--- src/design/cll_ram.sv ---
// Generic simple dual-port RAM: one write port, one read port with registered data.
// No dependencies.
`default_nettype none
module cll_ram #(
	parameter int WIDTH = 8,
	parameter int DEPTH = 512
) (
	input  wire                      clk,
	input  wire                      wr_en,
	input  wire [$clog2(DEPTH)-1:0]  wr_addr,
	input  wire [WIDTH-1:0]          wr_data,
	input  wire                      rd_en,
	input  wire [$clog2(DEPTH)-1:0]  rd_addr,
	output logic [WIDTH-1:0]         rd_data
);

	logic [WIDTH-1:0] mem [DEPTH];

	always_ff @(posedge clk) begin
		if (wr_en) begin
			mem[wr_addr] <= wr_data;
		end
		if (rd_en) begin
			rd_data <= mem[rd_addr];
		end
	end

endmodule
`default_nettype wire

--- config.mk ---
export PLATFORM = sky130hd
export DESIGN_NAME = cll_ram
export DESIGN_NICKNAME = d
export VERILOG_FILES = /design/src/design/cll_ram.sv
export SDC_FILE = /design/constraint.sdc
export NUM_CORES = 2
export LEC_CHECK = 0
export ABC_AREA = 0
export BUFFER_PORTS_ARGS = -buffer_cell sky130_fd_sc_hd__buf_2
export CAP_MARGIN = 15
export CORE_UTILIZATION = 57
export DETAILED_ROUTE_END_ITERATION = 8
export PLACE_DENSITY = 0.72
export SLEW_MARGIN = 20
export SYNTH_ARGS = -nofsm -noshare
export SYNTH_HDL_FRONTEND = slang
export SYNTH_SLANG_ARGS = --single-unit
--- constraint.sdc ---
create_clock -name clk -period 2.09 [get_ports clk]
set_input_delay 0.1045 -clock clk [delete_from_list [all_inputs] [get_ports clk]]
set_output_delay 0.1045 -clock clk [all_outputs]
set_load 0.02 [all_outputs]
After elaboration in Yosys (flattened, before gate mapping)
Memories as Yosys holds them, arrays and structs flattened. A register that Yosys moved wholly into a read port is not among the register bits. Cells that the tools add are included.

Register bits after elaboration: 0. Output and inout port bits: 8. RAM bits: 4096. Input bits: 29. Memories kept: 1. Word-level logic and storage cells: 3.

Memory list: mem (depth 512, bits a word 8, read ports 1, clocked after memory_dff 1, write ports 1, RTL line 17) `logic [WIDTH-1:0] mem [DEPTH];`.

Multiplexer cells: 2.

Operators by type and width (number): 1-bit 2-to-1 mux (2).

Logic depth before layout (Yosys ltp)
Depth after elaboration: 2. Mapped depth: 12. Depth with buffers taken out: 7.

Least setup slack after synthesis
Ideal clock, no wire load.

Path kind: input to register. From: in rd_addr[0]. To: reg rd_data[0], read port of mem (data pin). Stages on the path: 10. Setup slack: -0.126 ns. Setup time: 0.257 ns. Arrival: 1.959 ns. Buffers on the path: 4. Data required time: 1.833 ns. Cells stage by stage: buf_4 -> buf_12 -> buf_12 -> buf_2 -> mux4_2 -> o21ai_0 -> nand3_1 -> nand4_1 -> o21ai_0 -> o2111a_1.

RTL lines: from (decl) (RTL line 13) `input wire [$clog2(DEPTH)-1:0] rd_addr,`; to (decl) (RTL line 14) `output logic [WIDTH-1:0] rd_data`.

==> results.txt <==
die span in y = 532 um
Worst setup SP type = register
grt ovf = 0
core area = 279000 um2
maximum fanout along the worst path = 2
Final Power = 172000 uW
FFs w/ async S/R, synth = 0%
Yosys top cell by area = edfxtp_1
filler cell count = 16800
layout cells sized above 1 = 30.8%
PD cells = 901 nW/um2
MaxCap Viol Count = 0
I/O Buffers = 36
dpl ws = -1.40 ns
die area = 283000 um2
Mapped Nets = 8059
antenna violations before repair = 25
# IOs = 37
Peak VDD IR = 0.847 mV
Final nets = 9580
GPL Wtd Cong = 0.942
Finished Cell Area = 191000 um2
Routed WL per cell = 31.7 um
flop2flop setup slack = -0.31 ns
final setup fails = 8
worst hold start = wr_data[2]
area fraction of the dominant cell type after synthesis = 77.0%
Reg-to-Reg Start = mem[467][7]
status = finished with violations
worst hold slack = 0.0765 ns
Chip Width = 532 um
Placed Area = 177000 um2
Static Leakage = 0.0640 uW
Num Clock Sinks = 4104
crit path kind = register to register
Synth Area per Inst = 19.9 um2
DRT antenna net count = 0
distinct cell type count after synthesis = 50
Hold WC Path Type = input pin to register
vias in the first global route = 88700
Synth Flop Type = edfxtp_1
critical path required time = 2.96 ns
Initial Util = 57.3%
first-pass GRT wire length = 621000 um
Area Overhead vs Synth = 19.4%
RR Endpoint = rd_data[7]
max-slew violations = 0
Relative slew margins = 38.3%
hold path depth = 2
Initial DRC Count = 13100
CTS tree = done
register bit total from synthesis = 4104
pin count of the biggest net entering global routing = 131
clock latency on the worst-skew pair = 1.01 ns
clock skew = 0.0775 ns
Fin. Hold Viols = 0
crit path time final = 2.40 ns
via total after detailed routing = 89200
Final Cycle Share = 115%
Area contributors post-synth = edfxtp_1 (77%), mux4_2 (9.2%), mux2i_1 (5.0%), o221ai_1 (2.0%), nor2_1 (1.4%)
Total Routed Length = 432000 um
Crit. End Element = register
DRC viols = 0
r2r worst-path depth = 8
Least-Margin Pin Slew = 0.921 ns
Row Count = 194
Synth warnings = 0
GRT Total Usage = 30.3%
Via density = 6.55
CTS clock-pin slew for the worst setup and hold paths = 0.06 ns
post-synthesis sequential area ratio = 77.0%
htree depth = 5
Max Freq = 0.416 GHz
Synth Cell Area = 160000 um2
cell count after synthesis = 8030
failing checks = negative setup slack
number of synthesized flops with an enable pin = 4104
Root Driver = clkbuf_16
DRT Pass-1 Iters = 7
Final Worst Setup Slack = -0.315 ns
worst path arrival time = 3.27 ns
dpl hpwl = 277000 um
CTS Buf Count = 397
Min-Delay Endpoint = mem[188][2]
worst-case clock buffer depth = 4
RSZ-0062 raised after global routing = true
==> cells in the mapped netlist (3+ instances only) <==
cell type	instances
edfxtp_1	4104
buf_8	11
nor2_1	597
a21oi_1	194
mux4_2	654
or3_1	6
and3_1	4
nand4_1	32
nor2b_1	6
o31ai_1	13
buf_12	5
a22oi_1	61
o221ai_1	371
nand2b_1	4
buf_1	41
nor4_1	36
o22ai_1	163
a22o_1	5
a211oi_1	17
mux2i_1	797
buf_6	64
buf_2	57
o22a_1	3
nor3b_1	8
o311ai_0	5
and2_1	20
o2111a_1	8
buf_4	70
o41ai_1	7
nor3_1	109
clkbuf_1	265
a2111oi_0	3
nand2_1	111
nand3_1	36
and3b_1	4
o21ai_0	118
or2_2	4
==> stage by stage <==
step	util [%]	cells	setup TNS, ns
4_1_cts	68.2	13600	-1.64
2_1_floorplan	-	8030	-0.00444
6_report	68.4	13600	-1.73
5_1_grt	68.4	13600	-1.94
3_5_place_dp	63.3	12900	-14.15
3_3_place_gp	63.3	12900	-9.66
==> area by class of cell <==
type / instances / area, um2 / area share, %
repair buffers: 1635 / 14900 / 7.78
multi-input cells: 3410 / 35300 / 18.5
inverters: 3 / 18.8 / 0.00983
clock buffers: 470 / 10300 / 5.38
clock inverters: 252 / 2660 / 1.39
flip-flops and latches: 4104 / 123000 / 64.5
diodes: 15 / 37.5 / 0.0197
well taps: 3724 / 4660 / 2.44
==> where the power goes <==
| part | total [uW] | switching (uW) | internal (uW) |
|---|---|---|---|
| logic | 9940 | 6160 | 3780 |
| registers | 90700 | 73.1 | 90600 |
| clock network | 71400 | 30700 | 40800 |
==> cells in the final DEF (no fill, tap or decap), drive strengths merged, types with 119 or more instances in the layout <==
cell / synthesis / final
mux2i: 797 / 797
o21ai: 119 / 119
o22ai: 163 / 163
o221ai: 372 / 372
mux4: 654 / 654
nor2: 597 / 597
clkinv: 0 / 188
clkbuf: 265 / 471
a21oi: 194 / 194
buf: 248 / 1618
edfxtp: 4104 / 4104
==> routing by layer <==
| layer | wire length [um] | up-vias | track usage [%] |
|---|---|---|---|
| li1 | - | 36500 | - |
| met1 | 159000 | 45900 | 42.1 |
| met2 | 205000 | 5804 | 47.2 |
| met3 | 48300 | 992 | 6.52 |
| met4 | 19900 | 8 | 12.5 |
| met5 | 60 | - | 0 |
==> worst max-delay path: stages (launching register included) <==
cell      delay [ns]
edfxtp_1        0.34
mux2i_1         0.09
o221ai_1        0.41
a21oi_1         0.15
buf_4           0.17
nor3_1          0.25
nand4_1         0.30
nand2_1         0.32
o2111a_1        0.25
==> what timing repair did <==
action / CTS / global route
endpoints found under the hold margin: 3796 / 0
gates resized for setup: 142 / 93
endpoints found under the setup margin: 8 / 8
pin swaps: 48 / 50
buffers inserted: 0 / 2
hold buffers: 16 / 0
==> registers in the layout, indices dropped and copies added, names as in the netlist <==
register,cells
mem,4096
rd_data,8
==> logic make-up (layout without fill, tap and decap cells) <==
family	Yosys count	in the layout	share of synthesized area [%]
AOI/OAI and AO/OA	979	979	4.31
muxes	1451	1451	14.2
buffers and inverters	516	2360	1.85
DFF	4104	4104	77.0
other	0	15	0
and+or+nand+nor	980	980	2.63
==> how the worst max path moves through the flow <==
stage / startpoint / end / slack [ns] / cells past startpoint
finish: mem[467][7] / rd_data[7] / -0.31 / 8
CTS: mem[435][7] / rd_data[7] / -0.28 / 6
global route: mem[97][2] / rd_data[2] / -0.35 / 10
global placement: rd_addr[0] / rd_data[5] / -1.34 / 12
detailed placement: rd_addr[0] / rd_data[2] / -1.40 / 12
floorplan: rd_addr[0] / rd_data[0] / -0.004 / 8
No activity file was read; power rests on OpenSTA's default activity.
