$ cat config.mk
export PLATFORM = sky130hd
export DESIGN_NAME = cll_front
export DESIGN_NICKNAME = d
export VERILOG_FILES = /design/src/design/cll_pkg.sv /design/src/design/cll_front.sv
export SDC_FILE = /design/constraint.sdc
export NUM_CORES = 1
export LEC_CHECK = 0
export ABC_AREA = 1
export BUFFER_PORTS_ARGS = -buffer_cell sky130_fd_sc_hd__buf_2
export CORE_AREA = 3 3 115 117
export CTS_CLUSTER_SIZE = 16
export DETAILED_ROUTE_END_ITERATION = 6
export DIE_AREA = 0 0 118 120
export PLACE_DENSITY = 0.76
export REMOVE_ABC_BUFFERS = 1
export SETUP_SLACK_MARGIN = 0.15
export SLEW_MARGIN = 20
export SYNTH_ARGS = -nofsm -noshare
export SYNTH_HDL_FRONTEND = slang
export SYNTH_SLANG_ARGS = --single-unit
$ cat constraint.sdc
create_clock -name clk -period 8.6 [get_ports clk]
set_input_delay 2.58 -clock clk [delete_from_list [all_inputs] [get_ports clk]]
set_output_delay 2.58 -clock clk [all_outputs]
set_load 0.03 [all_outputs]
$ cat src/design/cll_pkg.sv
// Shared types, character codes and status codes for the configuration line lexer.
// Used by cll_front, cll_emit and config_line_lexer; depends on nothing.
`default_nettype none
package cll_pkg;

	localparam int LINE_BYTES_DEF    = 128;
	localparam int LOGICAL_BYTES_DEF = 512;

	localparam logic [7:0] CH_NL    = 8'd10;
	localparam logic [7:0] CH_TAB   = 8'd9;
	localparam logic [7:0] CH_CR    = 8'd13;
	localparam logic [7:0] CH_SP    = 8'd32;
	localparam logic [7:0] CH_QUOTE = 8'd34;
	localparam logic [7:0] CH_HASH  = 8'd35;
	localparam logic [7:0] CH_BSL   = 8'd92;

	localparam logic [1:0] ST_CHUNK = 2'd0;
	localparam logic [1:0] ST_PHYS  = 2'd1;
	localparam logic [1:0] ST_LOGI  = 2'd2;

	// One event from the byte front end to the output sequencer.
	typedef struct packed {
		logic        err;
		logic        deliver;
		logic [1:0]  status;
		logic [15:0] line;
	} evt_t;

	function automatic logic is_blank(input logic [7:0] b);
		return (b == CH_SP) || (b == CH_TAB) || (b == CH_CR);
	endfunction

	function automatic logic is_blank_nl(input logic [7:0] b);
		return (b == CH_SP) || (b == CH_TAB) || (b == CH_CR) || (b == CH_NL);
	endfunction

endpackage
`default_nettype wire

$ cat src/design/cll_front.sv
// Byte front end: comment cut, trim and continuation per physical line; writes
// kept bytes straight into the logical line buffer. Uses cll_pkg.
`default_nettype none
module cll_front #(
	parameter int LINE_BYTES    = cll_pkg::LINE_BYTES_DEF,
	parameter int LOGICAL_BYTES = cll_pkg::LOGICAL_BYTES_DEF
) (
	input  wire                              clk,
	input  wire                              arst_n,
	input  wire                              acc,
	input  wire [7:0]                        text_byte,
	input  wire                              last_byte,
	output logic                             wr_en,
	output logic [$clog2(LOGICAL_BYTES)-1:0] wr_addr,
	output logic [7:0]                       wr_data,
	output cll_pkg::evt_t                    evt,
	output logic [$clog2(LOGICAL_BYTES)-1:0] dlen
);

	localparam int AW = $clog2(LOGICAL_BYTES);
	localparam int PW = $clog2(LINE_BYTES);
	localparam int SW = AW + 2;

	logic [AW-1:0] ll_q, n_ll;
	logic [15:0]   first_q, n_first, lc_q, n_lc;
	logic [PW-1:0] pc_q, n_pc, kept_q, n_kept, tlen_q, n_tlen, bs_q, n_bs;
	logic          quote_q, n_quote, comment_q, n_comment, disc_q, n_disc;

	logic [15:0]   cur;
	logic          content, keep, cont;
	logic [PW-1:0] llen;
	logic [SW-1:0] sum, wsum;
	logic [AW-1:0] nll;

	assign wsum    = SW'(ll_q) + SW'(kept_q);
	assign wr_addr = wsum[AW-1:0];
	assign wr_data = text_byte;
	// Bytes past the buffer end belong to a line that overflows anyway or are trailing bytes that the trim drops.
	assign wr_en   = keep && (wsum < SW'(LOGICAL_BYTES));

	always_comb begin
		cur       = (lc_q != 16'hFFFF) ? lc_q + 16'd1 : lc_q;
		content   = (text_byte != cll_pkg::CH_NL) && (text_byte != 8'd0);
		n_ll      = ll_q;
		n_first   = first_q;
		n_lc      = lc_q;
		n_pc      = pc_q;
		n_kept    = kept_q;
		n_tlen    = tlen_q;
		n_bs      = bs_q;
		n_quote   = quote_q;
		n_comment = comment_q;
		n_disc    = disc_q;
		keep      = 1'b0;
		cont      = 1'b0;
		llen      = '0;
		sum       = '0;
		nll       = '0;
		evt       = '0;
		dlen      = '0;
		if (acc && !disc_q) begin
			if (content && (pc_q == PW'(LINE_BYTES - 1))) begin
				evt.err    = 1'b1;
				evt.status = cll_pkg::ST_PHYS;
				evt.line   = cur;
				n_disc     = 1'b1;
			end else begin
				if (content) begin
					n_pc = pc_q + PW'(1);
					if (!comment_q) begin
						if (text_byte == cll_pkg::CH_HASH && !quote_q) begin
							n_comment = 1'b1;
						end else begin
							if (text_byte == cll_pkg::CH_QUOTE) begin
								n_quote = !quote_q;
							end
							keep   = 1'b1;
							n_kept = kept_q + PW'(1);
							if (!cll_pkg::is_blank(text_byte)) begin
								// The backslash run only grows across adjacent kept bytes.
								if (text_byte == cll_pkg::CH_BSL) begin
									n_bs = (tlen_q == kept_q) ? bs_q + PW'(1) : PW'(1);
								end else begin
									n_bs = '0;
								end
								n_tlen = kept_q + PW'(1);
							end
						end
					end
				end
				if (text_byte == cll_pkg::CH_NL || last_byte) begin
					llen      = n_tlen - PW'(n_bs != '0);
					cont      = n_bs[0] && !last_byte;
					n_pc      = '0;
					n_kept    = '0;
					n_tlen    = '0;
					n_bs      = '0;
					n_quote   = 1'b0;
					n_comment = 1'b0;
					n_lc      = cur;
					sum       = SW'(ll_q) + SW'(llen) + SW'(1);
					if (sum >= SW'(LOGICAL_BYTES)) begin
						evt.err    = 1'b1;
						evt.status = cll_pkg::ST_LOGI;
						evt.line   = (first_q != 16'd0) ? first_q : cur;
						n_disc     = 1'b1;
					end else begin
						if (llen != '0 && ll_q == '0 && first_q == 16'd0) begin
							n_first = cur;
						end
						nll  = ll_q + AW'(llen);
						n_ll = nll;
						if (!cont) begin
							evt.deliver = (nll != '0);
							evt.status  = cll_pkg::ST_CHUNK;
							evt.line    = n_first;
							dlen        = nll;
							n_ll        = '0;
							n_first     = 16'd0;
						end
					end
				end
			end
		end
		if (acc && last_byte) begin
			n_ll      = '0;
			n_first   = 16'd0;
			n_lc      = 16'd0;
			n_disc    = 1'b0;
			n_pc      = '0;
			n_kept    = '0;
			n_tlen    = '0;
			n_bs      = '0;
			n_quote   = 1'b0;
			n_comment = 1'b0;
		end
	end

	always_ff @(posedge clk or negedge arst_n) begin
		if (!arst_n) begin
			ll_q      <= '0;
			first_q   <= '0;
			lc_q      <= '0;
			pc_q      <= '0;
			kept_q    <= '0;
			tlen_q    <= '0;
			bs_q      <= '0;
			quote_q   <= 1'b0;
			comment_q <= 1'b0;
			disc_q    <= 1'b0;
		end else begin
			ll_q      <= n_ll;
			first_q   <= n_first;
			lc_q      <= n_lc;
			pc_q      <= n_pc;
			kept_q    <= n_kept;
			tlen_q    <= n_tlen;
			bs_q      <= n_bs;
			quote_q   <= n_quote;
			comment_q <= n_comment;
			disc_q    <= n_disc;
		end
	end

endmodule
`default_nettype wire

# Word-level counts from Yosys, hierarchy flattened
# Index checks and enable logic that the tools add are counted.
[word_totals] ff_bits=72 input_bits=12 output_inout_bits=47 wordCells=163
[classes] n_addsub=9 magnitude_cmp=2 eq_ne=15 muxes=92 reduce_logical=35
[ops] op="7-bit two-way mux" count=34
[ops] op="16-bit two-way mux" count=13
[ops] op="9-bit two-way mux" count=11
[ops] op="20-bit two-way mux" count=2
[ops] op="18-bit two-way mux" count=2
[ops] op="1-bit two-way mux" count=29
[ops] op="8-bit by 4-bit equality test with 1-bit output, second input constant" count=3
[ops] op="8-bit by 6-bit equality test with 1-bit output, second input constant" count=3
[ops] op="7-bit by 1-bit adder with 7-bit output, second input constant" count=3
[ops] op="9-bit by 7-bit adder with 10-bit output" count=2
[ops] op="19-bit two-way mux" count=1
[ops] op="16-bit by 1-bit adder with 16-bit output, second input constant" count=1
[ops] op="16-bit logical NOT" count=1
[ops] op="16-bit != test, second input constant" count=1
[ops] op="16-bit nonzero test" count=1
[ops] op="7-bit nonzero test" count=2
[ops] op="3-bit nonzero test" count=4
[ops] op="10-bit by 1-bit adder with 11-bit output, second input constant" count=1
[ops] op="11-bit by 10-bit >= comparator with 1-bit output, second input constant" count=1
[ops] op="10-bit < comparator, second input constant" count=1
[ops] op="9-bit by 7-bit adder with 9-bit output" count=1
[ops] op="1-bit logical AND" count=9
[ops] op="9-bit logical NOT" count=1
[ops] op="3-bit AND reduction" count=3
[ops] op="16 further kinds" count=23

# Depth between registers and ports, before layout
[depth] depth_word=21 mapped_depth=33 depth_no_buf=32

# Worst setup path after synthesis
# No wires, ideal clock.
[synth_timing] kind="input-to-output" from="input port text_byte[1]" to="output port evt[10] (netlist name)" arrival_time_ns=6.392 t_required_ns=6.020 slack_ns=-0.372 path_stages=27 path_buffers=2 cell_sequence="inv_1 > nor2_1 > nand2_1 > nand2_1 > a21oi_4 > nand2_8 > buf_6 > a32oi_1 > nand2_1 > nor2_1 > nand4_1 > ha_1 > ha_1 > nand3_2 > nor2_2 > nand2_1 > nand2_1 > ha_1 > nand2_1 > o21ai_0 > nor2_1 > o21ai_0 > nand2_1 > inv_1 > nor2_1 > clkbuf_1 > a21oi_1"
[synth_lines] element="start, declared" line="cll_front.sv:11" source="input wire [7:0] text_byte,"
[synth_lines] element="end, declared" line="cll_front.sv:16" source="output cll_pkg::evt_t evt,"

# Final worst setup path
[layout_timing] from="input port text_byte[4]" to="output port dlen[2]"
[layout_between] elab_chain_cells=18 word_cells_on_any_way=39 classes_between="4 x add/sub; 1 x order compare; 7 x eq/ne; 18 x mux; 9 x reduce/logical"
[layout_lines] element="8-bit by 6-bit equality test with 1-bit output / 8-bit by 4-bit equality test with 1-bit output (equally long branches)" line="cll_pkg.sv:30" source="return (b == CH_SP) || (b == CH_TAB) || (b == CH_CR);"
[layout_lines] element="1-bit logical OR (2 in a row)" line="cll_pkg.sv:30"
[layout_lines] element="7-bit two-way mux" line="cll_front.sv:79" source="if (!cll_pkg::is_blank(text_byte)) begin"
[layout_lines] element="7-bit two-way mux" line="cll_front.sv:71" source="if (text_byte == cll_pkg::CH_HASH && !quote_q) begin"
[layout_lines] element="7-bit two-way mux" line="cll_front.sv:70" source="if (!comment_q) begin"
[layout_lines] element="7-bit two-way mux" line="cll_front.sv:68" source="if (content) begin"
[layout_lines] element="7-bit two-way mux" line="cll_front.sv:62" source="if (content && (pc_q == PW'(LINE_BYTES - 1))) begin"
[layout_lines] element="7-bit two-way mux" line="cll_front.sv:61" source="if (acc && !disc_q) begin"
[layout_lines] element="7-bit nonzero test" line="cll_front.sv:92" source="llen = n_tlen - PW'(n_bs != '0);"
[layout_lines] element="7-bit by 1-bit subtractor with 7-bit output" line="cll_front.sv:92"
[layout_lines] element="9-bit by 7-bit adder with 10-bit output" line="cll_front.sv:101" source="sum = SW'(ll_q) + SW'(llen) + SW'(1);"
[layout_lines] element="10-bit by 1-bit adder with 11-bit output" line="cll_front.sv:101"
[layout_lines] element="11-bit by 10-bit >= comparator with 1-bit output" line="cll_front.sv:102" source="if (sum >= SW'(LOGICAL_BYTES)) begin"
[layout_lines] element="9-bit two-way mux" line="cll_front.sv:102"
[layout_lines] element="9-bit two-way mux" line="cll_front.sv:91" source="if (text_byte == cll_pkg::CH_NL || last_byte) begin"
[layout_lines] element="9-bit two-way mux *" line="cll_front.sv:62"
[layout_lines] element="9-bit two-way mux *" line="cll_front.sv:61"
[layout_lines] element="end, declared" line="cll_front.sv:17" source="output logic [$clog2(LOGICAL_BYTES)-1:0] dlen"
# Every way passes the cells marked *; elsewhere a longest branch is shown, timed or not. The select of a mux whose other input is x is not followed.

==> flow_summary.rst <==
.. list-table::
   :header-rows: 1

   * - Metric
     - Value
   * - Status
     - complete, but fails checks
   * - Violated checks
     - negative setup slack
   * - EDFF count, synth
     - 0
   * - Worst setup margin
     - -0.3496 ns
   * - Ys Warns
     - 0
   * - Synthesized netlist cell count
     - 780
   * - Share of final-layout standard cells stronger than drive strength 1
     - 34.78%
   * - FFs w/ async S/R, synth
     - 100.0%
   * - Post-route minimum period
     - 8.950 ns
   * - Element type at the critical path end
     - primary output
   * - Final worst clock skew
     - 0.008712 ns
   * - Die boundary height
     - 120 um
   * - Post-detailed-route via-to-cell ratio
     - 5.792
   * - Maximum capacitance violations
     - 0
   * - Via count of the routed design
     - 6325
   * - Horiz. Die Dim
     - 118 um
   * - Post-Place Worst Slack
     - -0.4542 ns
   * - Floorplan Core Area
     - 12470 um2
   * - Largest net degree at the start of global routing
     - 73
   * - Post-Syn Area
     - 5529 um2
   * - Number of input and output port buffers inserted
     - 58
   * - Critical path launch point type
     - input port
   * - Final non-filler cell total
     - 1092
   * - Count of TritonRoute iterations in the first routing pass
     - 6
   * - Rel. slew slack
     - 27.17%
   * - Avg WL per Cell
     - 18.19 um
   * - Antenna diodes
     - 0
   * - WP data arrival
     - 6.37 ns
   * - Area enclosed by the die boundary
     - 14160 um2
   * - #FFs+latches synth
     - 72
   * - CP Class
     - in2out
   * - Unrepaired setup endpoints after global routing
     - true
   * - Overall track demand over capacity in global routing
     - 24.39%
   * - Final setup violating endpoints
     - 28
   * - Detailed placement HPWL
     - 11290 um
   * - Synth Flop Type
     - sky130_fd_sc_hd__dfrtp_1
   * - Ratio of total power to cell area
     - 133.6 nW/um2
   * - Initial core utilization
     - 44.35%
   * - Placed Cells incl. Taps
     - 1035
   * - Residual overflow from global routing
     - 0
   * - Final Hold Slack
     - 0.4720 ns
   * - Fmax achieved
     - 0.1117 GHz
   * - Most frequent standard cell in the layout excluding fill and tap cells
     - sky130_fd_sc_hd__nand2_1
   * - CTS tree
     - yes
   * - I/O Pins
     - 59
   * - Final-layout setup total negative slack
     - -7.890 ns
   * - Post-synthesis cell type count
     - 44
   * - Endpoint required time on the critical path
     - 6.02 ns
   * - Count of pins over their slew limit
     - 0
   * - Sink count of the clock tree
     - 72
   * - Global-route wire length before repair
     - 28410 um
   * - Fin nets
     - 950
   * - Relative area change from synthesis to final layout
     - 43.61%
   * - Vias in the first global route
     - 5856
   * - Syn Area/Cell
     - 7.089 um2
   * - Drt first-iter violations
     - 793
   * - Deepest level of the CTS H-tree
     - 3
   * - Insertion delay to the later sink of the worst-skew pair
     - 0.34 ns
   * - Worst min-delay path category
     - reg2reg
   * - Maximum count of clock buffers along a single path
     - 2
   * - Period utilisation layout
     - 104.1%
   * - Proportion of synthesized chip area in sequential cells
     - 32.59%
   * - Hold Fails Final Rpt
     - 0
   * - Clock tree root driver cell
     - sky130_fd_sc_hd__clkbuf_16
   * - Routed Antenna Nets
     - 0
   * - Total CTS buffers
     - 9
   * - Number of DRC violations after detailed routing
     - 0
   * - Clk pin slew, worst setup/hold paths
     - 0.06 ns
   * - Post-Route WL
     - 19860 um
   * - Num rows
     - 41
   * - CTS Hold Bufs
     - 0
   * - Weighted congestion at the end of routability-driven global placement
     - 0.9568
   * - Leak Pwr
     - 3.685 nW
   * - Transition time at the pin with the least slew margin
     - 1.084 ns
   * - Worst vdd ir
     - 78.96 uV
   * - Filler cell count
     - 921
   * - Commonest cells after routing, fill and taps aside
     - 128 x sky130_fd_sc_hd__nand2_1, 98 x sky130_fd_sc_hd__inv_1, 90 x sky130_fd_sc_hd__buf_4
   * - CP Max Fanout
     - 5
   * - Number of antenna violations at the first check in global routing
     - 0
[metal layers]
layer	routed length, um	GRT usage (%)
met1	7751	31.48
met2	9499	40.42
met3	1565	4.147
met4	1047	10.70
met5	0	0
[synthesized netlist by cell type, types with 2 or more instances]
cell / number / area, um2
sky130_fd_sc_hd__nor4_1: 7 / 43.79
sky130_fd_sc_hd__a31oi_1: 2 / 12.51
sky130_fd_sc_hd__nor2_2: 9 / 56.30
sky130_fd_sc_hd__o21bai_1: 3 / 22.52
sky130_fd_sc_hd__o21ai_1: 17 / 85.08
sky130_fd_sc_hd__nand3b_1: 2 / 15.01
sky130_fd_sc_hd__a22oi_1: 2 / 15.01
sky130_fd_sc_hd__a21oi_1: 59 / 295.3
sky130_fd_sc_hd__inv_2: 10 / 37.54
sky130_fd_sc_hd__nor2_1: 58 / 217.7
sky130_fd_sc_hd__buf_6: 2 / 22.52
sky130_fd_sc_hd__dfrtp_1: 72 / 1802
sky130_fd_sc_hd__buf_4: 9 / 67.56
sky130_fd_sc_hd__o21ai_0: 47 / 235.2
sky130_fd_sc_hd__xor2_1: 31 / 271.5
sky130_fd_sc_hd__nand3_1: 67 / 335.3
sky130_fd_sc_hd__inv_1: 108 / 405.4
sky130_fd_sc_hd__fa_1: 2 / 40.04
sky130_fd_sc_hd__nor3_1: 19 / 95.09
sky130_fd_sc_hd__ha_1: 21 / 262.8
sky130_fd_sc_hd__nand2_2: 4 / 25.02
sky130_fd_sc_hd__xnor2_1: 2 / 17.52
sky130_fd_sc_hd__clkbuf_1: 8 / 30.03
sky130_fd_sc_hd__nor2_4: 5 / 56.30
sky130_fd_sc_hd__nand2_1: 148 / 555.5
sky130_fd_sc_hd__nand3_2: 4 / 40.04
sky130_fd_sc_hd__o22ai_1: 24 / 150.1
sky130_fd_sc_hd__a221oi_1: 4 / 35.03
sky130_fd_sc_hd__buf_2: 7 / 35.03
sky130_fd_sc_hd__nand4_1: 13 / 81.33
[through the flow]
step | utilization [%] | cell area, um2 | total power [mW]
after floorplan | - | 5374 | 0.4975
after global placement | 50.26 | 6265 | 0.5753
after detailed placement | 50.26 | 6265 | 0.5774
after CTS | 59.11 | 7368 | 1.009
after global routing | 63.70 | 7940 | 1.094
final | 63.70 | 7940 | 1.061
[cell families after synthesis]
logic type / after synthesis / synth area share, %
DFF: 72 / 32.59
and+or+nand+nor: 342 / 29.12
adders and majority gates: 23 / 5.476
buffers and inverters: 146 / 11.07
xor gates and xnor gates: 33 / 5.227
AOI/OAI and AO/OA: 164 / 16.52
[flip-flops by register name, summed over array words and instances, names as in the netlist]
signal / flops
bs_q: 7
comment_q: 1
disc_q: 1
first_q: 16
kept_q: 7
lc_q: 16
ll_q: 9
pc_q: 7
quote_q: 1
tlen_q: 7
[where the power goes]
part           switching [mW]  internal (mW)
clock network           0.148          0.256
logic                   0.192          0.106
registers             0.00937          0.349
[repair_timing]
item | 4_1_cts | 5_1_grt
resized for setup | 163 | 113
setup buffers | 26 | 12
cloned | 2 | 1
setup endpoints to repair | 28 | 28
pin swaps | 34 | 51
[worst paths after layout]
check                                          end  depth (start not counted)  slack (ns)                  start
max                                        dlen[2]                         27       -0.35           text_byte[4]
min                            quote_q$_DFFE_PN0P_                          1        0.47    quote_q$_DFFE_PN0P_
max reg2reg                first_q[11]$_DFFE_PN0P_                         30        2.67  kept_q[1]$_DFFE_PN0P_
min reg2reg                    quote_q$_DFFE_PN0P_                          1        0.47    quote_q$_DFFE_PN0P_
max in group asynchronous      bs_q[5]$_DFFE_PN0P_                          1        5.60                 arst_n
min in group asynchronous   first_q[1]$_DFFE_PN0P_                          1        2.38                 arst_n
[critical path, stage by stage]
cell                         delay [ns]
sky130_fd_sc_hd__buf_6             0.09
sky130_fd_sc_hd__inv_4             0.04
sky130_fd_sc_hd__buf_4             0.13
sky130_fd_sc_hd__nor4_4            0.28
sky130_fd_sc_hd__buf_4             0.17
sky130_fd_sc_hd__buf_4             0.11
sky130_fd_sc_hd__a21oi_1           0.09
sky130_fd_sc_hd__inv_1             0.18
sky130_fd_sc_hd__nand3_1           0.12
sky130_fd_sc_hd__nand4_1           0.16
sky130_fd_sc_hd__ha_4              0.17
sky130_fd_sc_hd__ha_4              0.15
sky130_fd_sc_hd__nand3_4           0.10
sky130_fd_sc_hd__nor2_4            0.15
sky130_fd_sc_hd__nand2_2           0.10
sky130_fd_sc_hd__nand2_4           0.09
sky130_fd_sc_hd__ha_4              0.22
sky130_fd_sc_hd__a21oi_2           0.14
sky130_fd_sc_hd__o21ai_2           0.07
sky130_fd_sc_hd__nor2_1            0.13
sky130_fd_sc_hd__o21ai_1           0.10
sky130_fd_sc_hd__nand2_2           0.11
sky130_fd_sc_hd__clkinv_4          0.11
sky130_fd_sc_hd__nor3_4            0.25
sky130_fd_sc_hd__clkinvlp_4        0.22
sky130_fd_sc_hd__nor2_1            0.14
sky130_fd_sc_hd__buf_4             0.18
[final cells by class]
| class | instances | area (um2) | area share [%] |
|---|---|---|---|
| Inverter | 120 | 494.2 | 6.224 |
| Clock buffer | 14 | 284.0 | 3.577 |
| Timing Repair Buffer | 149 | 1264 | 15.92 |
| Multi-Input combinational cell | 562 | 3839 | 48.35 |
| Sequential cell | 72 | 1802 | 22.69 |
| Tap cell | 172 | 215.2 | 2.710 |
| Timing Repair inverter | 1 | 7.507 | 0.09455 |
| Clock inverter | 2 | 35.03 | 0.4412 |
Power figures use the tool's default switching activity.
