==> src/design/cll_pkg.sv <==
// Shared types, character codes and status codes for the configuration line lexer.
// Used by cll_front, cll_emit and config_line_lexer; depends on nothing.
`default_nettype none
package cll_pkg;

	localparam int LINE_BYTES_DEF    = 128;
	localparam int LOGICAL_BYTES_DEF = 512;

	localparam logic [7:0] CH_NL    = 8'd10;
	localparam logic [7:0] CH_TAB   = 8'd9;
	localparam logic [7:0] CH_CR    = 8'd13;
	localparam logic [7:0] CH_SP    = 8'd32;
	localparam logic [7:0] CH_QUOTE = 8'd34;
	localparam logic [7:0] CH_HASH  = 8'd35;
	localparam logic [7:0] CH_BSL   = 8'd92;

	localparam logic [1:0] ST_CHUNK = 2'd0;
	localparam logic [1:0] ST_PHYS  = 2'd1;
	localparam logic [1:0] ST_LOGI  = 2'd2;

	// One event from the byte front end to the output sequencer.
	typedef struct packed {
		logic        err;
		logic        deliver;
		logic [1:0]  status;
		logic [15:0] line;
	} evt_t;

	function automatic logic is_blank(input logic [7:0] b);
		return (b == CH_SP) || (b == CH_TAB) || (b == CH_CR);
	endfunction

	function automatic logic is_blank_nl(input logic [7:0] b);
		return (b == CH_SP) || (b == CH_TAB) || (b == CH_CR) || (b == CH_NL);
	endfunction

endpackage
`default_nettype wire

==> src/design/cll_emit.sv <==
// Output sequencer: rescans the logical line in the buffer for a comment and
// trailing blanks, then reads it out in 8-byte chunks. Uses cll_pkg.
`default_nettype none
module cll_emit #(
	parameter int LOGICAL_BYTES = cll_pkg::LOGICAL_BYTES_DEF
) (
	input  wire                              clk,
	input  wire                              arst_n,
	input  cll_pkg::evt_t                    evt,
	input  wire [$clog2(LOGICAL_BYTES)-1:0]  dlen,
	output logic                             rd_en,
	output logic [$clog2(LOGICAL_BYTES)-1:0] rd_addr,
	input  wire [7:0]                        rd_data,
	output logic                             busy,
	output logic                             m_tvalid,
	input  wire                              m_tready,
	output logic [87:0]                      m_tdata,  // chunk_data, chunk_bytes, line_number
	output logic [1:0]                       m_tuser,  // status
	output logic                             m_tlast   // last_chunk
);

	localparam int AW = $clog2(LOGICAL_BYTES);

	localparam logic [1:0] SQ_IDLE = 2'd0;
	localparam logic [1:0] SQ_SCAN = 2'd1;
	localparam logic [1:0] SQ_READ = 2'd2;
	localparam logic [1:0] SQ_SEND = 2'd3;

	logic [1:0]    state_q;
	logic [AW-1:0] len_q, addr_q, good_q, idx_s1;
	logic [15:0]   line_q;
	logic          rd_s1, inq_q, cut_q;
	logic [3:0]    iss_q, cnt_q;
	logic [63:0]   chunk_q;

	logic          mv_q, ml_q;
	logic [1:0]    ms_q;
	logic [63:0]   md_q;
	logic [3:0]    mb_q;
	logic [15:0]   mn_q;

	logic          p_inq, p_cut, out_free, load;
	logic [AW-1:0] p_good;

	always_comb begin
		p_inq  = inq_q;
		p_cut  = cut_q;
		p_good = good_q;
		if (!cut_q) begin
			if (rd_data == cll_pkg::CH_QUOTE) begin
				p_inq = !inq_q;
			end else if (rd_data == cll_pkg::CH_HASH && !inq_q) begin
				p_cut = 1'b1;
			end
			if (!p_cut && !cll_pkg::is_blank_nl(rd_data)) begin
				p_good = idx_s1 + AW'(1);
			end
		end
		unique case (state_q)
			SQ_SCAN: rd_en = (addr_q != len_q);
			SQ_READ: rd_en = (addr_q != len_q) && (iss_q != 4'd8);
			default: rd_en = 1'b0;
		endcase
	end

	assign rd_addr  = addr_q;
	assign out_free = !mv_q || m_tready;
	assign load     = evt.err || (state_q == SQ_SEND && out_free);
	assign busy     = (state_q != SQ_IDLE) || mv_q;

	assign m_tvalid = mv_q;
	assign m_tdata  = {4'd0, mn_q, mb_q, md_q};
	assign m_tuser  = ms_q;
	assign m_tlast  = ml_q;

	always_ff @(posedge clk or negedge arst_n) begin
		if (!arst_n) begin
			state_q <= SQ_IDLE;
			rd_s1   <= 1'b0;
			mv_q    <= 1'b0;
		end else begin
			rd_s1 <= rd_en;
			if (load) begin
				mv_q <= 1'b1;
			end else if (m_tready) begin
				mv_q <= 1'b0;
			end
			unique case (state_q)
				SQ_IDLE: begin
					if (evt.deliver) begin
						state_q <= SQ_SCAN;
					end
				end
				SQ_SCAN: begin
					if (rd_s1 && idx_s1 == len_q - AW'(1)) begin
						state_q <= (p_good == '0) ? SQ_IDLE : SQ_READ;
					end
				end
				SQ_READ: begin
					if (rd_s1 && (idx_s1 + AW'(1) == len_q || idx_s1[2:0] == 3'b111)) begin
						state_q <= SQ_SEND;
					end
				end
				SQ_SEND: begin
					if (out_free) begin
						state_q <= (addr_q == len_q) ? SQ_IDLE : SQ_READ;
					end
				end
				default: state_q <= SQ_IDLE;
			endcase
		end
	end

	always_ff @(posedge clk) begin
		idx_s1 <= addr_q;
		if (rd_en) begin
			addr_q <= addr_q + AW'(1);
		end
		if (state_q == SQ_IDLE && evt.deliver) begin
			len_q   <= dlen;
			line_q  <= evt.line;
			addr_q  <= '0;
			inq_q   <= 1'b0;
			cut_q   <= 1'b0;
			good_q  <= '0;
		end
		if (state_q == SQ_SCAN && rd_s1) begin
			inq_q  <= p_inq;
			cut_q  <= p_cut;
			good_q <= p_good;
			if (idx_s1 == len_q - AW'(1)) begin
				// The scan result becomes the length to read out.
				len_q   <= p_good;
				addr_q  <= '0;
				iss_q   <= 4'd0;
				cnt_q   <= 4'd0;
				chunk_q <= '0;
			end
		end
		if (state_q == SQ_READ) begin
			if (rd_en) begin
				iss_q <= iss_q + 4'd1;
			end
			if (rd_s1) begin
				cnt_q <= cnt_q + 4'd1;
				for (int l = 0; l < 8; l++) begin
					if (idx_s1[2:0] == 3'(l)) begin
						chunk_q[l*8 +: 8] <= rd_data;
					end
				end
			end
		end
		if (state_q == SQ_SEND && out_free) begin
			iss_q   <= 4'd0;
			cnt_q   <= 4'd0;
			chunk_q <= '0;
		end
		if (evt.err) begin
			ms_q <= evt.status;
			md_q <= '0;
			mb_q <= 4'd0;
			mn_q <= evt.line;
			ml_q <= 1'b1;
		end else if (state_q == SQ_SEND && out_free) begin
			ms_q <= cll_pkg::ST_CHUNK;
			md_q <= chunk_q;
			mb_q <= cnt_q;
			mn_q <= line_q;
			ml_q <= (addr_q == len_q);
		end
	end

`ifndef SYNTHESIS
	a_evt_excl: assert property (@(posedge clk) disable iff (!arst_n)
		!(evt.err && evt.deliver))
		else $error("error and delivery in the same cycle");
	a_evt_idle: assert property (@(posedge clk) disable iff (!arst_n)
		(evt.err || evt.deliver) |-> (state_q == SQ_IDLE && !mv_q))
		else $error("event while the sequencer is busy");
	a_chunk_bytes: assert property (@(posedge clk) disable iff (!arst_n)
		(mv_q && ms_q == cll_pkg::ST_CHUNK) |-> (mb_q != 4'd0 && mb_q <= 4'd8))
		else $error("chunk with a bad byte count");
	a_read_idle: assert property (@(posedge clk) disable iff (!arst_n)
		rd_s1 |-> (state_q == SQ_SCAN || state_q == SQ_READ))
		else $error("read data returned outside scan or readout");
`endif

endmodule
`default_nettype wire

==> config.mk <==
export PLATFORM = sky130hd
export DESIGN_NAME = cll_emit
export DESIGN_NICKNAME = d
export VERILOG_FILES = /design/src/design/cll_pkg.sv /design/src/design/cll_emit.sv
export SDC_FILE = /design/constraint.sdc
export NUM_CORES = 1
export LEC_CHECK = 0
export BUFFER_PORTS_ARGS = -buffer_cell sky130_fd_sc_hd__buf_2
export CORE_AREA = 2 2 174 125
export CTS_BUF_LIST = sky130_fd_sc_hd__clkbuf_16
export CTS_CLUSTER_SIZE = 30
export DETAILED_ROUTE_END_ITERATION = 6
export DIE_AREA = 0 0 176 127
export GPL_TIMING_DRIVEN = 0
export PLACE_DENSITY = 0.65
export SYNTH_ARGS = -nofsm -noshare
export SYNTH_HDL_FRONTEND = slang
export SYNTH_SLANG_ARGS = --single-unit
==> constraint.sdc <==
create_clock -name clk -period 3.7 [get_ports clk]
set_input_delay 1.11 -clock clk [delete_from_list [all_inputs] [get_ports clk]]
set_output_delay 1.11 -clock clk [all_outputs]
set_load 0.02 [all_outputs]
Word-level counts from Yosys, hierarchy flattened
Cells that the tools add are included.

Register bits: 217. Input bits: 40. Output and inout bits: 103. Logic and storage cells: 132.

Add/subtract/negate cells: 5. Equality and inequality tests: 27. Multiplexer cells: 54. Reductions and logical operators: 28.

Operators with widths (count): 64-bit two-way mux (4); 9-bit two-way mux (11); 8-bit two-way mux (8); 16-bit two-way mux (2); 4-bit two-way mux (8); 9-bit == test (3); 8-bit by 4-bit == test with 1-bit output, second input constant (3); 8-bit by 6-bit == test with 1-bit output, second input constant (3); 9-bit by 1-bit adder with 9-bit output, second input constant (2); 2-bit two-way mux (8); 3-bit == test, second input constant (4); 2-bit != test, second input constant (6); 1-bit two-way mux (11); 9-bit logical NOT (1); 9-bit != test (1); 9-bit by 1-bit subtractor with 9-bit output, second input constant (1); 4-bit by 1-bit adder with 4-bit output, second input constant (2); 1-bit logical AND (8); 2-bit case mux with 4 select lines (1); 2-bit nonzero test (4); 1-bit logical OR (7); 3-bit by 2-bit == test with 1-bit output, second input constant (2); 2-bit == test, second input constant (2); 1-bit logical NOT (4); 8 further kinds (8).

Depth between registers and ports, before layout
Gate-level depths: netlist of run 1.

Depth after elaboration: 13. Depth in mapped cells: 12. Gate-level depth less buffers: 9.

Worst setup path after synthesis of run 1
Ideal clock, no wire load.

Path kind: input port to flip-flop. Start: input rd_data[4]. End: register good_q[1] (data pin). Setup time: 266 ps. Arrival time: 2917 ps. Data required time: 3434 ps. Setup slack: 517 ps. Stages: 8. Buffers on the path: 2. Cells stage by stage: clkbuf_1 or3_1 nor4b_1 a31oi_1 o21ai_1 buf_2 mux2i_1 nor2_1.

Cells in the longest elaborated chain, start to end: 10. Elaborated cells on any way between the ends: 19. Those cells by class: 6 x eq/ne; 6 x mux; 7 x reduce/logical.

Ends and longest elaborated chain: from (decl) (RTL line cll_emit.sv:13) `input wire [7:0] rd_data,`; 8-bit by 6-bit == test with 1-bit output (RTL line cll_emit.sv:52) `end else if (rd_data == cll_pkg::CH_HASH && !inq_q) begin`; 1-bit logical AND (RTL line cll_emit.sv:52); 1-bit two-way mux (RTL line cll_emit.sv:52); 1-bit two-way mux (RTL line cll_emit.sv:50) `if (rd_data == cll_pkg::CH_QUOTE) begin`; 1-bit two-way mux (RTL line cll_emit.sv:49) `if (!cut_q) begin`; 1-bit logical NOT (RTL line cll_emit.sv:55) `if (!p_cut && !cll_pkg::is_blank_nl(rd_data)) begin`; 1-bit logical AND (*) (RTL line cll_emit.sv:55); 9-bit two-way mux (*) (RTL line cll_emit.sv:55); 9-bit two-way mux (*) (RTL line cll_emit.sv:49); 9-bit two-way mux (*) (RTL line cll_emit.sv:127) `if (state_q == SQ_SCAN && rd_s1) begin`; to (signal assigned) (RTL line cll_emit.sv:130) `good_q <= p_good;`; to (decl) (RTL line cll_emit.sv:30) `logic [AW-1:0] len_q, addr_q, good_q, idx_s1;`.

Every way passes the cells marked *; elsewhere a longest branch is shown, timed or not. The select of a mux whose other input is x is not followed. A chain may end at the register's enable or synchronous reset.

Worst setup path in the final report of run 1
Start: register len_q[4]. End: output rd_en.

Cells in the longest elaborated chain, start to end: 3.

Ends and longest elaborated chain: from (decl) (RTL line cll_emit.sv:30); from (signal assigned) (RTL line cll_emit.sv:120) `len_q <= dlen;`; from (signal assigned) (RTL line cll_emit.sv:133) `len_q <= p_good;`; 9-bit != test (*) (RTL line cll_emit.sv:60, cll_emit.sv:61); 1-bit logical AND (RTL line cll_emit.sv:61) `SQ_READ: rd_en = (addr_q != len_q) && (iss_q != 4'd8);`; 1-bit case mux with 2 select lines (*) (RTL line cll_emit.sv:59) `unique case (state_q)`; to (decl) (RTL line cll_emit.sv:11) `output logic rd_en,`.

Every way passes the cells marked *; elsewhere a longest branch is shown, timed or not.

==> impl_metrics.env, run 1 <==
export IMPL_outcome="finished, final reports clean"
export IMPL_power_density_nw_per_um2=699
export IMPL_synth_most_common_cell="nand2_1"
export IMPL_num_nets_final=1241
export IMPL_cts_clk_slew_worst_paths_ns=0.06
export IMPL_yosysTopAreaCell="dfxtp_1"
export IMPL_die_y_um=127
export IMPL_tightest_slew_ns=0.851
export IMPL_critPathLaunchType="flip-flop"
export IMPL_firstDrtPassIters=7
export IMPL_std_cell_rows=44
export IMPL_synthArstFlopShare=0.0184
export IMPL_drive_gt1_frac=0.183
export IMPL_grt_pass1_wl_mm=39.2
export IMPL_die_area_um2=22400
export IMPL_placedCellCount=1437
export IMPL_synthFlopType="dfxtp_1"
export IMPL_place_congestion=0.899
export IMPL_antenna_found_initial=1
export IMPL_drt_iter0_markers=761
export IMPL_r2r_slack_ns=0.70
export IMPL_yosysWarnings=0
export IMPL_p_seq_frac=0.423
export IMPL_switchingPower_mw=2.74
export IMPL_cts_sinks=217
export IMPL_comb_power_share=0.305
export IMPL_ir_drop_uv=295
export IMPL_drc=0
export IMPL_fin_hold_ws_ns=0.395
export IMPL_maxCapViolations=0
export IMPL_netlist_area_leader_share=0.367
export IMPL_overflow=0
export IMPL_syn_area_um2=9160
export IMPL_synth_cell_types=57
export IMPL_ant_nets=0
export IMPL_ctsLongestPathBuffers=3
export IMPL_cp_arrival_ns=2.41
export IMPL_crit_type="reg2out"
export IMPL_min_period_over_period=0.952
export IMPL_cts_htree_levels=1
export IMPL_avgSynthCellArea_um2=8.93
export IMPL_tritoncts="done"
export IMPL_die_w_um=176
export IMPL_rsz0062_at_grt="no"
export IMPL_io_pins=143
export IMPL_syn_to_final_growth_pct=18.5
export IMPL_cts_made_buffers=22
export IMPL_r2r_start="len_q[1]"
export IMPL_syn_inst=1025
export IMPL_track_usage=0.219
export IMPL_internal_power_mw=4.85
export IMPL_min_period_ns=3.52
export IMPL_finalSetupViolations=0
export IMPL_maxClockFrequency_ghz=0.284
export IMPL_vias=7956
export IMPL_routedWlPerCell_um=17.0
export IMPL_p_sw_frac=0.361
export IMPL_crit_fanout=9
export IMPL_grt_pass1_vias=7183
export IMPL_critical_path_startpoint="len_q[4]"
export IMPL_via_per_inst=5.39
export IMPL_yosysSeqAreaShare=0.526
export IMPL_hold_viol_final=0
export IMPL_ys_ff_latch=217
export IMPL_p_leak_nw=4.18
export IMPL_total_power_mw=7.59
export IMPL_relSlewSlack=0.433
export IMPL_port_buffers=133
export IMPL_hp_class="in2async"
export IMPL_place_ws_ns=-0.00881
export IMPL_start_util=0.446
export IMPL_required_ns=2.59
export IMPL_routed_wl_mm=25.0
export IMPL_hpwlAfterDp_mm=17.9
export IMPL_setup_slack_ns=0.176
export IMPL_setup_tns_final_ns=0
export IMPL_cp_end_kind="output pin"
export IMPL_grt_max_degree=24
export IMPL_ctsRootBufferMaster="clkbuf_16"
export IMPL_clkPwrFrac=0.272
export IMPL_finClkSkew_ns=0.0122
export IMPL_final_cell_count_no_fill=1476
export IMPL_synth_common_cells="230 x nand2_1, 168 x dfxtp_1, 146 x a21oi_1"
export IMPL_fillers=2008
export IMPL_slew_viol_final=0
export IMPL_ys_top_cells_by_area="dfxtp_1 37%, edfxtp_1 15%, nand2_1 9.4%"
export IMPL_clk_latency_ns=0.52
export IMPL_core_area_um2=20500
export IMPL_synth_edff_count=45
## cells by family (layout without fill, tap and decap cells)
group / count (synthesis) / in the layout / share of synthesized area
multiplexers: 33 / 33 / 0.0394
flip-flops: 217 / 217 / 0.526
AO/OA/AOI/OAI: 196 / 196 / 0.120
AND/OR/NAND/NOR: 425 / 425 / 0.208
XOR/XNOR: 41 / 41 / 0.0392
adder cells (fa/ha/maj): 16 / 16 / 0.0219
other: 1 / 5 / 0.000409
buffers and inverters: 96 / 267 / 0.0456
## critical path, stage by stage, from the launching register on
cell and delay (ns):
dfxtp_1 0.31, clkbuf_1 0.46, xor2_1 0.21, nor2_1 0.11, a311oi_4 0.53, buf_2 0.28
## per-layer routing
layer | global-route usage | up-vias | wire length (um)
met5 | 0 | - | 0
met4 | 0.0418 | 0 | 443
met3 | 0.0363 | 29 | 1830
met2 | 0.301 | 311 | 9730
met1 | 0.356 | 3777 | 13000
li1 | - | 3839 | -
## layout by cell type, fill, tap and decap left out, types with 5 or more instances in the layout
master / instances
xor2_1: 21
buf_4: 5
a31oi_1: 7
nor4_1: 5
o21ai_0: 10
edfxtp_1: 45
buf_2: 146
mux2i_1: 9
nor2_1: 50
a21oi_1: 146
ha_1: 16
nand2b_1: 5
o21ai_1: 10
mux2_2: 24
buf_1: 6
and2_1: 5
nand4_1: 17
clkbuf_1: 49
clkbuf_16: 23
dfxtp_1: 168
xnor2_1: 20
a311oi_1: 5
nor3_1: 9
inv_1: 24
nand3_1: 83
nand2_1: 230
## state kept, by name (all words and copies together), names as in the netlist, 3 cells and up, named ones only
register  flops
cnt_q         3
iss_q         4
line_q       16
mn_q         16
rd_addr       9
idx_s1        9
md_q         64
mb_q          4
len_q         9
chunk_q      64
good_q        9
## final timing paths
kind,to,cells after the start
setup / recovery,rd_en,5
min in group clk,idx_s1[8],0
hold reg to reg,idx_s1[8],0
setup reg to reg,chunk_q[58],12
hold / removal,state_q[1],1
max in group asynchronous,state_q[0],1
## per-stage QoR
| step | utilization | cell area [um2] |
|---|---|---|
| finish | 0.529 | 10900 |
| floorplan | - | 9170 |
| global placement | 0.496 | 10200 |
| detailed placement | 0.496 | 10200 |
| CTS | 0.528 | 10900 |
| global route | 0.528 | 10900 |
## layout make-up
| class | instances | area [um2] | area share |
|---|---|---|---|
| plain buffers | 76 | 343 | 0.0316 |
| well taps | 276 | 345 | 0.0318 |
| diodes | 1 | 2.50 | 0.000231 |
| inverters | 20 | 75.1 | 0.00692 |
| clock buffers | 23 | 576 | 0.0530 |
| multi-input cells | 715 | 3950 | 0.364 |
| repair buffers | 133 | 666 | 0.0613 |
| flip-flops and latches | 217 | 4810 | 0.444 |
| clock inverters | 15 | 83.8 | 0.00772 |
## power groups by stage
stage	Clock, mW	Combinational [mW]	Sequential [mW]
after global placement	0	2.21	3.25
after floorplan	0	1.58	3.27
after global routing	2.20	2.54	3.26
after CTS	2.09	2.29	3.21
final	2.06	2.31	3.21
after detailed placement	0	2.26	3.25
## what timing repair did
action / 4_1_cts / 5_1_grt
setup buffers: 0 / 0
gates resized for setup: 1 / 0
hold buffers: 0 / 0
setup endpoints to repair: 1 / 0
hold endpoints to repair: 0 / 0
No activity file was read; power rests on OpenSTA's default activity.
==> run 2, diff against run 1 <==
- CTS_BUF_LIST: sky130_fd_sc_hd__clkbuf_16 -> not set
==> impl_metrics.env, run 2 (synthesized netlist as in run 1, its figures left out) <==
export IMPL_outcome="finished, final reports clean"
export IMPL_path_delay_family="buffers and inverters"
export IMPL_final_cell_count_no_fill=1476
export IMPL_drive_gt1_frac=0.184
export IMPL_io_pins=143
export IMPL_crit_type="reg2out"
export IMPL_port_buffers=133
export IMPL_min_period_ns=3.55
export IMPL_slew_viol_final=0
export IMPL_fillers=2008
export IMPL_hp_class="in2async"
export IMPL_routed_wl_mm=25.0
export IMPL_cts_sinks=217
export IMPL_num_nets_final=1241
export IMPL_die_area_um2=22400
export IMPL_path_cells="clkbuf_1, xor2_1, nor2_1, a311oi_4, buf_2"
export IMPL_power_density_nw_per_um2=704
export IMPL_syn_to_final_growth_pct=18.8
export IMPL_ctsRootBufferMaster="clkbuf_16"
export IMPL_critPathLaunchType="flip-flop"
export IMPL_via_per_inst=5.39
export IMPL_critical_path_depth=5
export IMPL_cts_htree_levels=1
export IMPL_ir_drop_uv=300
export IMPL_fin_util=0.530
export IMPL_die_y_um=127
export IMPL_tritoncts="done"
export IMPL_postPlaceCellArea_um2=10200
export IMPL_final_common_cell="nand2_1"
export IMPL_maxCapViolations=0
export IMPL_die_w_um=176
export IMPL_maxClockFrequency_ghz=0.282
export IMPL_path_buf_inv=2
export IMPL_track_usage=0.219
export IMPL_place_congestion=0.899
export IMPL_tightest_slew_ns=0.845
export IMPL_r2r_start="len_q[0]"
export IMPL_crit_end="rd_en"
export IMPL_core_area_um2=20500
export IMPL_start_util=0.446
export IMPL_critical_path_startpoint="len_q[4]"
export IMPL_min_period_over_period=0.959
export IMPL_rsz0062_at_grt="no"
export IMPL_ctsLongestPathBuffers=3
export IMPL_required_ns=2.59
export IMPL_p_leak_nw=4.17
export IMPL_clk_latency_ns=0.52
export IMPL_rr_endpoint="chunk_q[58]"
export IMPL_crit_fanout=9
export IMPL_finalSetupViolations=0
export IMPL_setup_slack_ns=0.150
export IMPL_total_power_mw=7.66
export IMPL_grt_pass1_wl_mm=39.3
export IMPL_cts_made_buffers=22
export IMPL_grt_pass1_vias=7191
export IMPL_r2r_slack_ns=0.71
export IMPL_overflow=0
export IMPL_placedCellCount=1437
export IMPL_cts_clk_slew_worst_paths_ns=0.06
export IMPL_max_stage_delay_ns=0.55
export IMPL_drt_iter0_markers=822
export IMPL_cp_end_kind="output pin"
export IMPL_std_cell_rows=44
export IMPL_final_cell_mix="230 x nand2_1, 168 x dfxtp_1, 146 x buf_2, 146 x a21oi_1, 83 x nand3_1"
export IMPL_reg_top3="chunk_q (64), md_q (64)"
export IMPL_drc=0
export IMPL_grt_max_degree=24
export IMPL_cp_arrival_ns=2.44
export IMPL_ant_nets=0
export IMPL_hold_viol_final=0
export IMPL_place_ws_ns=-0.00881
export IMPL_antenna_found_initial=1
export IMPL_relSlewSlack=0.437
export IMPL_slowest_stage="a311oi_4"
export IMPL_reg2reg_depth=12
export IMPL_firstDrtPassIters=5
export IMPL_final_area_um2=10900
export IMPL_routedWlPerCell_um=16.9
export IMPL_hpwlAfterDp_mm=17.9
export IMPL_vias=7949
export IMPL_finClkSkew_ns=0.0157
run 2: worst min path at each step:
stage | slack (ns) | endpoint | from
detailed placement | 0.40 | idx_s1[8] | rd_addr[8]
finish | 0.40 | state_q[1] | arst_n
global route | 0.38 | state_q[1] | arst_n
floorplan | 0.43 | cnt_q[3] | cnt_q[3]
global placement | 0.40 | idx_s1[8] | rd_addr[8]
CTS | 0.38 | state_q[1] | arst_n
run 2: where the power goes:
part	internal (mW)	switching, mW	total, mW
Combinational	0.807	1.50	2.31
Clock	1.20	0.935	2.14
Sequential	2.92	0.295	3.21
Total	4.93	2.73	7.66
run 2: timing repair:
action / CTS / global route
hold buffers: 0 / 0
buffers inserted: 0 / 0
gates resized for setup: 1 / 0
endpoints found under the setup margin: 1 / 0
run 2: metrics by stage:
| step | TNS [ns] | hold WS (ns) |
|---|---|---|
| 6_report | 0 | 0.395 |
| 4_1_cts | 0 | 0.380 |
| 3_5_place_dp | -0.0170 | 0.401 |
| 3_3_place_gp | 0 | 0.403 |
| 2_1_floorplan | 0 | 0.431 |
| 5_1_grt | 0 | 0.383 |
run 2: final cells by class:
class / instances / area [um2] / area share
sequential: 217 / 4810 / 0.442
multi-input combinational: 715 / 3950 / 0.363
timing repair buffer: 133 / 666 / 0.0612
clock buffer: 31 / 636 / 0.0584
tap: 276 / 345 / 0.0317
buffer: 76 / 343 / 0.0315
inverter: 20 / 75.1 / 0.00690
clock inverter: 7 / 53.8 / 0.00494
antenna: 1 / 2.50 / 0.000230
run 2: worst register-to-register path, cell delays in order, from the launching register on:
cell	delay, ns
dfxtp_1	0.29
buf_2	0.18
inv_1	0.10
ha_1	0.26
nor3b_4	0.36
nand3_1	0.12
o22a_1	0.25
a2111oi_4	0.40
nand4_2	0.31
buf_6	0.26
buf_6	0.15
nand3_1	0.08
a21oi_1	0.08
run 2: metal layers:
layer | global-route usage | vias to the layer above | routed length [um]
met5 | 0 | - | 0
met2 | 0.301 | 302 | 9720
met3 | 0.0363 | 29 | 1840
li1 | - | 3833 | -
met1 | 0.356 | 3785 | 13000
met4 | 0.0418 | 0 | 417
